<file path="src/design/hec_pkg.sv">
// shared types, character constants and helper functions for the hex escape codec
package hec_pkg;

    localparam int MAX_OUT = 4;
    localparam int CNT_W   = $clog2(MAX_OUT + 1);
    localparam int IDX_W   = $clog2(MAX_OUT);

    localparam logic [7:0] CH_BSLASH = 8'h5C;
    localparam logic [7:0] CH_X      = 8'h78;
    localparam logic [7:0] CH_SLASH  = 8'h2F;
    localparam logic [7:0] CH_DASH   = 8'h2D;
    localparam logic [7:0] CH_COLON  = 8'h3A;
    localparam logic [7:0] CH_UNDER  = 8'h5F;
    localparam logic [7:0] CH_DOT    = 8'h2E;

    // decode progress through a backslash-x escape
    typedef enum logic [1:0] {
        HELD_IDLE  = 2'd0,
        HELD_BS    = 2'd1,
        HELD_BSX   = 2'd2,
        HELD_DIGIT = 2'd3
    } held_e_t;

    typedef struct packed {
        held_e_t     count;
        logic [3:0]  nibble;
        logic [7:0]  digit_byte;
    } held_t;

    typedef struct packed {
        logic [MAX_OUT-1:0][7:0] bytes;
        logic [CNT_W-1:0]        cnt;
        logic                    last;
    } res_t;

    typedef struct packed {
        logic       ok;
        logic [3:0] val;
    } hexv_t;

    function automatic res_t push(res_t r, logic [7:0] b);
        res_t o;
        o = r;
        if (r.cnt < CNT_W'(MAX_OUT))
        begin
            o.bytes[r.cnt[IDX_W-1:0]] = b;
            o.cnt = r.cnt + CNT_W'(1);
        end
        return o;
    endfunction

    function automatic logic passes(logic [7:0] c);
        return (c >= 8'h30 && c <= 8'h39) || (c >= 8'h61 && c <= 8'h7A) ||
               (c >= 8'h41 && c <= 8'h5A) || c == CH_COLON || c == CH_UNDER ||
               c == CH_DOT;
    endfunction

    function automatic hexv_t hex_val(logic [7:0] c);
        hexv_t      h;
        logic [7:0] d;
        h = '0;
        d = '0;
        if (c >= 8'h30 && c <= 8'h39)
        begin
            d = c - 8'h30;
            h.ok = 1'b1;
        end
        else if (c >= 8'h61 && c <= 8'h66)
        begin
            d = c - 8'h57;
            h.ok = 1'b1;
        end
        else if (c >= 8'h41 && c <= 8'h46)
        begin
            d = c - 8'h37;
            h.ok = 1'b1;
        end
        h.val = d[3:0];
        return h;
    endfunction

    function automatic logic [7:0] hex_char(logic [3:0] n);
        logic [7:0] c;
        if (n < 4'd10)
            c = 8'h30 + {4'd0, n};
        else
            c = 8'h57 + {4'd0, n};
        return c;
    endfunction

endpackage

</file>
<file path="src/design/hex_escape_codec.sv">
// top level of the backslash-x hex escape codec
//
//  channel  | signals                          | role
//  ---------+----------------------------------+--------------------------------
//  cfg      | cfg_valid cfg_ready direction    | direction write, 0 encode 1 decode
//  in       | in_valid in_ready in_byte in_last| one input byte per transfer
//  out      | out_valid out_ready out_byte ... | one output byte per transfer
//
// an input byte is translated in the cycle it is accepted and its 0 to 4 output
// bytes land in the result register; they leave one per cycle while out is ready.
// the next input is taken as the last pending byte transfers, or at once if none.
// reset clears the direction, the held escape state and the result count and index.
// a stall on out holds the pending bytes and back-pressures in.
module hex_escape_codec
(
    input  logic       clk,
    input  logic       rst_n,
    input  logic       cfg_valid,
    output logic       cfg_ready,
    input  logic       direction,
    input  logic       in_valid,
    output logic       in_ready,
    input  logic [7:0] in_byte,
    input  logic       in_last,
    output logic       out_valid,
    input  logic       out_ready,
    output logic [7:0] out_byte,
    output logic       out_last
);

    logic           dir_reg;
    hec_pkg::held_t held_reg, held_next;
    hec_pkg::res_t  res;
    logic           in_xfer;

    assign cfg_ready = 1'b1;
    assign in_xfer   = in_valid && in_ready;

    always_ff @(posedge clk or negedge rst_n)
    begin
        if (!rst_n)
        begin
            dir_reg  <= 1'b0;
            held_reg <= '0;
        end
        else
        begin
            if (cfg_valid)
                dir_reg <= direction;
            if (in_xfer)
                held_reg <= held_next;
        end
    end

    hec_xlate u_xlate
    (
        .direction (dir_reg),
        .in_byte   (in_byte),
        .in_last   (in_last),
        .held      (held_reg),
        .held_next (held_next),
        .res       (res)
    );

    hec_outq u_outq
    (
        .clk        (clk),
        .rst_n      (rst_n),
        .load       (in_xfer),
        .res        (res),
        .load_ready (in_ready),
        .out_valid  (out_valid),
        .out_ready  (out_ready),
        .out_byte   (out_byte),
        .out_last   (out_last)
    );

endmodule

</file>
<file path="src/design/hec_xlate.sv">
// per-byte translation: expands one input byte into up to four output bytes
module hec_xlate
(
    input  logic               direction,
    input  logic [7:0]         in_byte,
    input  logic               in_last,
    input  hec_pkg::held_t     held,
    output hec_pkg::held_t     held_next,
    output hec_pkg::res_t      res
);

    always_comb
    begin
        hec_pkg::res_t  r;
        hec_pkg::held_t h;
        hec_pkg::hexv_t hv;
        logic           absorbed;
        logic           brk;

        r        = '0;
        h        = held;
        hv       = hec_pkg::hex_val(in_byte);
        absorbed = 1'b0;
        brk      = 1'b0;

        if (direction)
        begin
            unique case (held.count)
                hec_pkg::HELD_IDLE:
                begin
                    brk = 1'b0;
                end
                hec_pkg::HELD_BS:
                begin
                    if (in_byte == hec_pkg::CH_X)
                    begin
                        h.count  = hec_pkg::HELD_BSX;
                        absorbed = 1'b1;
                    end
                    else
                        brk = 1'b1;
                end
                hec_pkg::HELD_BSX:
                begin
                    if (hv.ok)
                    begin
                        h.count      = hec_pkg::HELD_DIGIT;
                        h.nibble     = hv.val;
                        h.digit_byte = in_byte;
                        absorbed     = 1'b1;
                    end
                    else
                        brk = 1'b1;
                end
                hec_pkg::HELD_DIGIT:
                begin
                    if (hv.ok)
                    begin
                        r        = hec_pkg::push(r, {held.nibble, hv.val});
                        h.count  = hec_pkg::HELD_IDLE;
                        absorbed = 1'b1;
                    end
                    else
                        brk = 1'b1;
                end
            endcase

            // broken escape: held bytes go out literally
            if (brk)
            begin
                if (h.count != hec_pkg::HELD_IDLE)
                    r = hec_pkg::push(r, hec_pkg::CH_BSLASH);
                if (h.count == hec_pkg::HELD_BSX || h.count == hec_pkg::HELD_DIGIT)
                    r = hec_pkg::push(r, hec_pkg::CH_X);
                if (h.count == hec_pkg::HELD_DIGIT)
                    r = hec_pkg::push(r, h.digit_byte);
                h.count = hec_pkg::HELD_IDLE;
            end

            if (!absorbed)
            begin
                if (in_byte == hec_pkg::CH_BSLASH)
                    h.count = hec_pkg::HELD_BS;
                else if (in_byte == hec_pkg::CH_DASH)
                    r = hec_pkg::push(r, hec_pkg::CH_SLASH);
                else
                    r = hec_pkg::push(r, in_byte);
            end

            // end of string flushes whatever is still held
            if (in_last)
            begin
                if (h.count != hec_pkg::HELD_IDLE)
                    r = hec_pkg::push(r, hec_pkg::CH_BSLASH);
                if (h.count == hec_pkg::HELD_BSX || h.count == hec_pkg::HELD_DIGIT)
                    r = hec_pkg::push(r, hec_pkg::CH_X);
                if (h.count == hec_pkg::HELD_DIGIT)
                    r = hec_pkg::push(r, h.digit_byte);
                h.count = hec_pkg::HELD_IDLE;
            end
        end
        else
        begin
            h.count = hec_pkg::HELD_IDLE;
            if (in_byte == hec_pkg::CH_SLASH)
                r = hec_pkg::push(r, hec_pkg::CH_DASH);
            else if (hec_pkg::passes(in_byte))
                r = hec_pkg::push(r, in_byte);
            else
            begin
                r = hec_pkg::push(r, hec_pkg::CH_BSLASH);
                r = hec_pkg::push(r, hec_pkg::CH_X);
                r = hec_pkg::push(r, hec_pkg::hex_char(in_byte[7:4]));
                r = hec_pkg::push(r, hec_pkg::hex_char(in_byte[3:0]));
            end
        end

        r.last    = in_last;
        held_next = h;
        res       = r;
    end

endmodule

</file>
<file path="src/design/hec_outq.sv">
// result register: holds one item's output bytes and hands them out one per cycle while out_ready is high
module hec_outq
(
    input  logic              clk,
    input  logic              rst_n,
    input  logic              load,
    input  hec_pkg::res_t     res,
    output logic              load_ready,
    output logic              out_valid,
    input  logic              out_ready,
    output logic [7:0]        out_byte,
    output logic              out_last
);

    logic [hec_pkg::MAX_OUT-1:0][7:0] bytes_reg;
    logic [hec_pkg::CNT_W-1:0]        cnt_reg, cnt_next;
    logic [hec_pkg::IDX_W-1:0]        idx_reg, idx_next;
    logic                             last_reg;
    logic                             pop;

    assign pop        = out_valid && out_ready;
    assign out_valid  = cnt_reg != '0;
    assign out_byte   = bytes_reg[idx_reg];
    assign out_last   = last_reg && (cnt_reg == hec_pkg::CNT_W'(1));
    // free when empty, or once the last pending byte leaves in this cycle
    assign load_ready = (cnt_reg == '0) || ((cnt_reg == hec_pkg::CNT_W'(1)) && out_ready);

    always_comb
    begin
        cnt_next = cnt_reg;
        idx_next = idx_reg;
        if (load)
        begin
            cnt_next = res.cnt;
            idx_next = '0;
        end
        else if (pop)
        begin
            cnt_next = cnt_reg - hec_pkg::CNT_W'(1);
            idx_next = idx_reg + hec_pkg::IDX_W'(1);
        end
    end

    always_ff @(posedge clk or negedge rst_n)
    begin
        if (!rst_n)
        begin
            cnt_reg <= '0;
            idx_reg <= '0;
        end
        else
        begin
            cnt_reg <= cnt_next;
            idx_reg <= idx_next;
        end
    end

    always_ff @(posedge clk)
    begin
        if (load)
        begin
            bytes_reg <= res.bytes;
            last_reg  <= res.last;
        end
    end

    a_cnt_range: assert property (@(posedge clk) disable iff (!rst_n)
        cnt_reg <= hec_pkg::CNT_W'(hec_pkg::MAX_OUT))
        else $error("pending byte count above limit");

    a_idx_fits: assert property (@(posedge clk) disable iff (!rst_n)
        ({1'b0, cnt_reg} + {{(hec_pkg::CNT_W + 1 - hec_pkg::IDX_W){1'b0}}, idx_reg})
            <= (hec_pkg::CNT_W + 1)'(hec_pkg::MAX_OUT))
        else $error("read index runs past loaded bytes");

    a_load_cnt: assert property (@(posedge clk) disable iff (!rst_n)
        load |=> (cnt_reg == $past(res.cnt)) && (idx_reg == '0))
        else $error("load did not take the new count");

    a_stall_hold: assert property (@(posedge clk) disable iff (!rst_n)
        (out_valid && !out_ready && !load) |=> $stable(cnt_reg) && $stable(idx_reg))
        else $error("pending bytes moved during a stall");

    a_no_overwrite: assert property (@(posedge clk) disable iff (!rst_n)
        load |-> (cnt_reg == '0) || (pop && cnt_reg == hec_pkg::CNT_W'(1)))
        else $error("load overwrote bytes not yet transferred");

endmodule
</file>
<file path="config.mk">
export PLATFORM = sky130hd
export DESIGN_NAME = hex_escape_codec
export DESIGN_NICKNAME = d
export VERILOG_FILES = /design/src/design/hec_pkg.sv /design/src/design/hex_escape_codec.sv /design/src/design/hec_xlate.sv /design/src/design/hec_outq.sv
export SDC_FILE = /design/constraint.sdc
export NUM_CORES = 1
export LEC_CHECK = 0
export BUFFER_PORTS_ARGS = -buffer_cell sky130_fd_sc_hd__buf_4
export CORE_UTILIZATION = 50
export CTS_CLUSTER_DIAMETER = 60
export DETAILED_ROUTE_END_ITERATION = 6
export HOLD_SLACK_MARGIN = 0.03
export PLACE_DENSITY = 0.71
export REMOVE_ABC_BUFFERS = 1
export SLEW_MARGIN = 10
export SYNTH_ARGS = -nofsm -noshare
export SYNTH_HDL_FRONTEND = slang
export SYNTH_SLANG_ARGS = --single-unit
</file>
<file path="constraint.sdc">
create_clock -name clk -period 13.14 [get_ports clk]
set_input_delay 3.942 -clock clk [delete_from_list [all_inputs] [get_ports clk]]
set_output_delay 3.942 -clock clk [all_outputs]
set_load 0.01 [all_outputs]
</file>
==> results.cfg, run 1 <==
[worst_setup_path]
cp-end-kind = register
path_max_fanout = 15
crit_type = in2reg
critPathLaunchType = primary input
arrival_ns = 10.33
cp.required_ns = 13.17
critical_path.startpoint = in_byte[1]
r2r_start = held_reg[12]$_DFFE_PN0P_

[global_routing]
gr-total-overflow = 0
grt_pass1_vias = 4719
grt_usage_pct = 34.77
grt_start_max_net_pins = 44
use_met2_pct = 55.64
grt_pass1_wl_um = 27430
antenna_found_initial = 0
grt_util_met3_pct = 5.309
grtUsageMet1_pct = 47.68
busiest_layer = met2

[synthesis]
synth_top_area_cell = edfxtp_1
postSynthAreaPerCell_um2 = 8.435
synth_edf_count = 33
synthFlopType = edfxtp_1
yosysSeqAreaShare_pct = 29.13
synth_warnings = 0
yosys.area.top_type_share_pct = 19.35
ys_types = 91
synth.top_cells.by_area = edfxtp_1, dfrtp_1, o21ai_0, ha_1, nand2_1
syn_inst = 607
synth_seq_cells = 53
synth_area_mm2 = 0.005120
async_flop_share_pct = 37.74

[sta]
slew_headroom_pct = 37.79
finalCritPeriodShare_pct = 78.38
rsz0062_at_grt = false
min_period_ns = 10.30
tightest_slew_ns = 0.9291
setup-violations-final = 0
hold_slack_ns = 0.4931
fin_tns_setup_ns = 0
final_max_slew_viol_count = 0
skew_ns = 0.01157
hold_violations = 0
clock.fmax_mhz = 97.10

[clocking]
post_cts_resized = 0
cts.reportedPaths.clkPinSlew_ns = 0.11
clkLatencyLatePin_ns = 0.32
cts_buffers = 5
ctsHtreeMaxLevel = 2
cts_setup_buffers = 0
clk_path_buf_depth = 2
cts_tree = built
ctsHoldBuffers = 0
clock-sinks = 53
cts_root_buffer = clkbuf_8

[power_and_ir_drop]
power_frac_comb_pct = 50.0
switching_power_uw = 302.0
powerDensity_mw_per_mm2 = 126.9
power_leakage_nw = 1.957
ir_drop_uv = 100.3
p_int_uw = 391.2
netSwitchingFraction_pct = 43.57
fin_total_pwr_uw = 693.2
power.share.clock_pct = 14.6
seqPwrFrac_pct = 35.4

[die]
coreArea_mm2 = 0.009864
core.rowCount = 36
dieArea_mm2 = 0.01065
fp.dieW_um = 103.2
die_y_um = 103.2
start_util_pct = 51.90
ios = 27

[layout]
antenna_cells = 0
largest_reg_flops = 32
mostFrequentLayoutCell = o21ai_0
area_delta_synth_final_pct = 6.720
final_area_mm2 = 0.005464
finalNonFillerCells = 741
drive_above_1_share_pct = 13.65
final_cell_mix = o21ai_0, nand2_1, nor2_1, edfxtp_1, a21oi_1
nets = 648

[route]
drc = 0
avgViaCountPerCell = 6.896
wl_per_cell_um = 23.93
vias = 5110
ant_nets = 0
wl_um = 17730
first_pass_iters = 6
drtIter0Drc = 635

[placement]
place_area_mm2 = 0.005370
port_buffers = 25
routabilityCongestion = 0.9760
hpwlAfterDp_um = 13490
dp_cells = 733

[run_status]
status = finished, final reports clean

[min_path]
hold_start = held_reg[2]$_DFFE_PN0P_
hp-class = reg2reg

[flow_run]
cap_viol_max_count = 0
[critical path: stages]
cell	delay (ns)
buf_4	0.16
inv_1	0.21
ha_1	0.31
or4b_4	0.50
a31oi_2	0.23
o21ba_4	0.22
nor3_1	0.54
o21ai_0	0.39
inv_1	0.19
ha_1	0.27
nand2_1	0.07
o32ai_1	0.11
a32oi_4	0.35
inv_1	0.11
ha_1	0.29
a21oi_1	0.07
or2_2	0.32
ha_1	0.27
nor4_1	0.48
nor3_2	0.18
xnor2_2	0.34
nor3_2	0.16
o31ai_1	0.44
a32oi_1	0.19
[metrics by stage]
stage	worst slack, ns	utilization [%]
after global placement	2.904	54.44
after global routing	2.450	55.39
after floorplan	3.786	-
final	2.841	55.39
after CTS	2.973	55.39
after detailed placement	2.626	54.44
[kinds of logic after synthesis]
group,share of synthesized area [%]
AOI/OAI and AO/OA,32.55
xor gates and xnor gates,2.248
adders and majority gates,6.354
buffers and inverters,4.814
DFF,29.13
muxes,4.985
other,0.07324
and+or+nand+nor,19.84
[synth_stat cells (all sizes together) (16+ instances only)]
master	instances
nand2	65
nor2	42
inv	26
edfxtp	33
clkbuf	30
nand3	23
nor3	16
dfrtp	20
ha	26
o21ai	80
a21oi	33
[power groups by stage]
stage / Combinational, mW / Sequential (mW) / Clock (mW)
floorplan: 0.230 / 0.241 / 0
global placement: 0.336 / 0.248 / 0
detailed placement: 0.339 / 0.251 / 0
CTS: 0.341 / 0.247 / 0.105
global route: 0.379 / 0.251 / 0.108
finish: 0.346 / 0.245 / 0.101
[final cells by class]
cell class | instances | area [um^2]
Tap cell | 133 | 166.4
Multi-Input combinational cell | 491 | 3387
Timing Repair Buffer | 30 | 225.2
Inverter | 26 | 100.1
Fill cell | 916 | 4400
Clock buffer | 5 | 68.82
Clock inverter | 3 | 25.02
Sequential cell | 53 | 1491
[routing by layer]
layer,vias to the layer above,part of all wire (%)
li1,2322,-
met1,2411,42
met2,327,45
met3,50,9.4
met4,0,3.3
met5,-,0
[path summary, 6_finish.rpt]
kind / end / slack [ns] / cells after the start
max: u_outq.bytes_reg[11]$_DFFE_PP_ / 2.84 / 24
min: held_reg[2]$_DFFE_PN0P_ / 0.49 / 2
max reg2reg: u_outq.bytes_reg[11]$_DFFE_PP_ / 6.76 / 22
min reg2reg: held_reg[2]$_DFFE_PN0P_ / 0.49 / 2
max in group asynchronous: u_outq.cnt_reg[0]$_DFFE_PN0P_ / 9.37 / 1
min in group asynchronous: dir_reg$_DFFE_PN0P_ / 3.51 / 1
(Power assumes the default switching activity.)
==> run 2: changes to the inputs <==
Settings changed: ABC_AREA set to 1, PLACE_DENSITY 0.71 to 0.74.
Clock period 13.14 ns to 8.8 ns, I/O delays scaled along.
==> run 2 against run 1 <==
- final cell count up 24%
- die area about the same
- count of clock-buffer cells in the layout is the same
- wire length fell by 7.6%
- combinational power is 140% higher
- sequential cell count unchanged
- clock power up 48%
- utilization increased by 0.11 points
- total power is 95% higher
- clock skew up 0.0012 ns
- largest cell class unchanged
- highest routed layer unchanged
==> results.cfg, run 2 <==
[sta]
slew_headroom_pct = 37.01
setup-violations-final = 0
skew_ns = 0.01273
finalCritPeriodShare_pct = 80.49
final_max_slew_viol_count = 0
setup_slack_ns = 1.717
min_period_ns = 7.083
fin_tns_setup_ns = 0
hold_violations = 0
clock.fmax_mhz = 141.2
rsz0062_at_grt = false
tightest_slew_ns = 0.9350

[placement]
port_buffers = 25
place_area_mm2 = 0.005380
dp_slack_ns = 1.442
hpwlAfterDp_um = 12900
routabilityCongestion = 1.041

[power_and_ir_drop]
power.share.clock_pct = 11.0
p_int_uw = 659.7
powerDensity_mw_per_mm2 = 246.3
switching_power_uw = 688.6
netSwitchingFraction_pct = 51.07
power_frac_comb_pct = 60.5
power_leakage_nw = 2.582
seqPwrFrac_pct = 28.5
ir_drop_uv = 151.9
fin_total_pwr_mw = 1.348

[global_routing]
grt_pass1_vias = 4844
grt_pass1_wl_um = 25450
grt_start_max_net_pins = 37
gr-total-overflow = 0
grt_usage_pct = 32.14
antenna_found_initial = 0

[clocking]
cts_buffers = 5
clock-sinks = 53
cts_root_buffer = clkbuf_8
cts_tree = built
ctsHtreeMaxLevel = 2
clkLatencyLatePin_ns = 0.32
ctsHoldBuffers = 0
post_cts_resized = 0
cts.reportedPaths.clkPinSlew_ns = 0.10
cts_setup_buffers = 0
clk_path_buf_depth = 2

[route]
avgViaCountPerCell = 5.811
wl_um = 16390
first_pass_iters = 6
wl_per_cell_um = 17.77
vias = 5358
drc = 0
ant_nets = 0
drtIter0Drc = 393

[die]
core.rowCount = 36
ios = 27
start_util_pct = 51.95
dieArea_mm2 = 0.01066
die_y_um = 103.2
coreArea_mm2 = 0.009864
fp.dieW_um = 103.2

[layout]
final_cell_mix = nand2_1, o21ai_0, nor2_1, inv_1
nFillCells = 974
area_delta_synth_final_pct = 6.836
fin_util_pct = 55.50
largest_reg_flops = 32
final_area_mm2 = 0.005475
mostFrequentLayoutCell = nand2_1
antenna_cells = 0
drive_above_1_share_pct = 12.55
nets = 829

[synthesis]
synth_seq_cells = 53
postSynthAreaPerCell_um2 = 6.621
synth_top_area_cell = edfxtp_1
yosys.area.top_type_share_pct = 19.34
synth_area_mm2 = 0.005125
synth_edf_count = 33
synth_warnings = 0
async_flop_share_pct = 37.74
syn_inst = 774
yosysMostFrequentCell = nand2_1
synth.top_cells.by_count = nand2_1, o21ai_0, nor2_1, inv_1
ys_types = 44
synthFlopType = edfxtp_1
synth.top_cells.by_area = edfxtp_1, nand2_1, o21ai_0, dfrtp_1, ha_1
yosysSeqAreaShare_pct = 29.10

[worst_setup_path]
path_max_fanout = 11
max_stage_delay_ns = 0.42
arrival_ns = 7.15
cp.required_ns = 8.87
cp-end-kind = register
crit_slowest_cell = nor2_2
r2r_slack_ns = 4.50
crit_type = in2reg
critPathLaunchType = primary input
timing.critical_path.buf_inv = 4
cpLargestDelayFamily = simple AND/OR/NAND/NOR gates

[run_status]
status = finished, final reports clean

[flow_run]
cap_viol_max_count = 0

[min_path]
hp-class = reg2reg
-- run 2: changes by cell type after synthesis, moves of 18 or more --
cell / change
inv_1: +56
nand2_1: +137
nand2_2: +18
nand3_1: +18
nor2_1: +40
o21ai_0: +28
-- run 2: area by class of cell --
class	instances	area, um^2	share of cell area (%)
repair buffers	27	202.7	3.702
well taps	133	166.4	3.039
inverters	94	360.3	6.581
multi-input cells	607	3159	57.70
clock buffers	5	68.82	1.257
flip-flops and latches	53	1491	27.24
clock inverters	3	26.28	0.4799
-- run 2: kinds of logic (layout without fill, tap and decap cells) --
kind of cell / Yosys count / after routing / share of synthesized area (%)
other: 1 / 1 / 0.07317
and+or+nand+nor: 388 / 388 / 34.16
xor gates and xnor gates: 3 / 3 / 0.5128
buffers and inverters: 114 / 129 / 9.253
DFF: 53 / 53 / 29.10
adders and majority gates: 26 / 26 / 6.348
AOI/OAI and AO/OA: 189 / 189 / 20.56
-- run 2: final timing paths --
path                       depth (start not counted)                     start                                end
setup / recovery                                  28                in_byte[0]  u_outq.bytes_reg[8]$_SDFFCE_PN0P_
max in group asynchronous                          1                     rst_n            held_reg[7]$_DFFE_PN0P_
hold / removal                                     2   held_reg[7]$_DFFE_PN0P_            held_reg[7]$_DFFE_PN0P_
setup reg to reg                                  20  held_reg[13]$_DFFE_PN0P_  u_outq.bytes_reg[8]$_SDFFCE_PN0P_
min in group asynchronous                          1                     rst_n      u_outq.idx_reg[1]$_DFFE_PN0P_
hold reg to reg                                    2   held_reg[7]$_DFFE_PN0P_            held_reg[7]$_DFFE_PN0P_
-- run 2: power groups by stage --
stage | clock network (mW) | logic (mW) | registers (mW)
after CTS | 0.152 | 0.801 | 0.384
after global placement | 0 | 0.782 | 0.387
after global routing | 0.160 | 0.915 | 0.392
after floorplan | 0 | 0.568 | 0.377
final | 0.149 | 0.816 | 0.384
after detailed placement | 0 | 0.798 | 0.390
-- run 2: worst reg2reg max path, cell delays in order (launching register included) --
cell      delay [ns]
dfrtp_1         0.42
ha_1            0.29
nand4_1         0.21
nand2_1         0.12
nand2_2         0.07
a21oi_2         0.22
ha_1            0.30
inv_1           0.11
nand4_1         0.10
nand3_1         0.10
nand2_2         0.09
ha_1            0.28
nand3b_1        0.09
nand2_1         0.12
ha_1            0.30
a21oi_4         0.20
nand4_2         0.20
nor2_2          0.42
o21ai_2         0.18
o21ai_1         0.12
a21oi_1         0.10
-- run 2: metal layers --
layer | vias to the layer above | routed length [um] | track usage (%)
met5 | - | 0 | 0
met4 | 0 | 469 | 10.40
met3 | 32 | 1284 | 4.099
met2 | 267 | 7404 | 53.23
met1 | 2467 | 7229 | 43.62
li1 | 2592 | - | -
-- run 2: stage by stage --
step,hold slack [ns],cells
finish,0.4896,922
global route,0.5049,922
CTS,0.4871,922
detailed placement,0.4619,914
global placement,0.4508,914
floorplan,0.4365,754
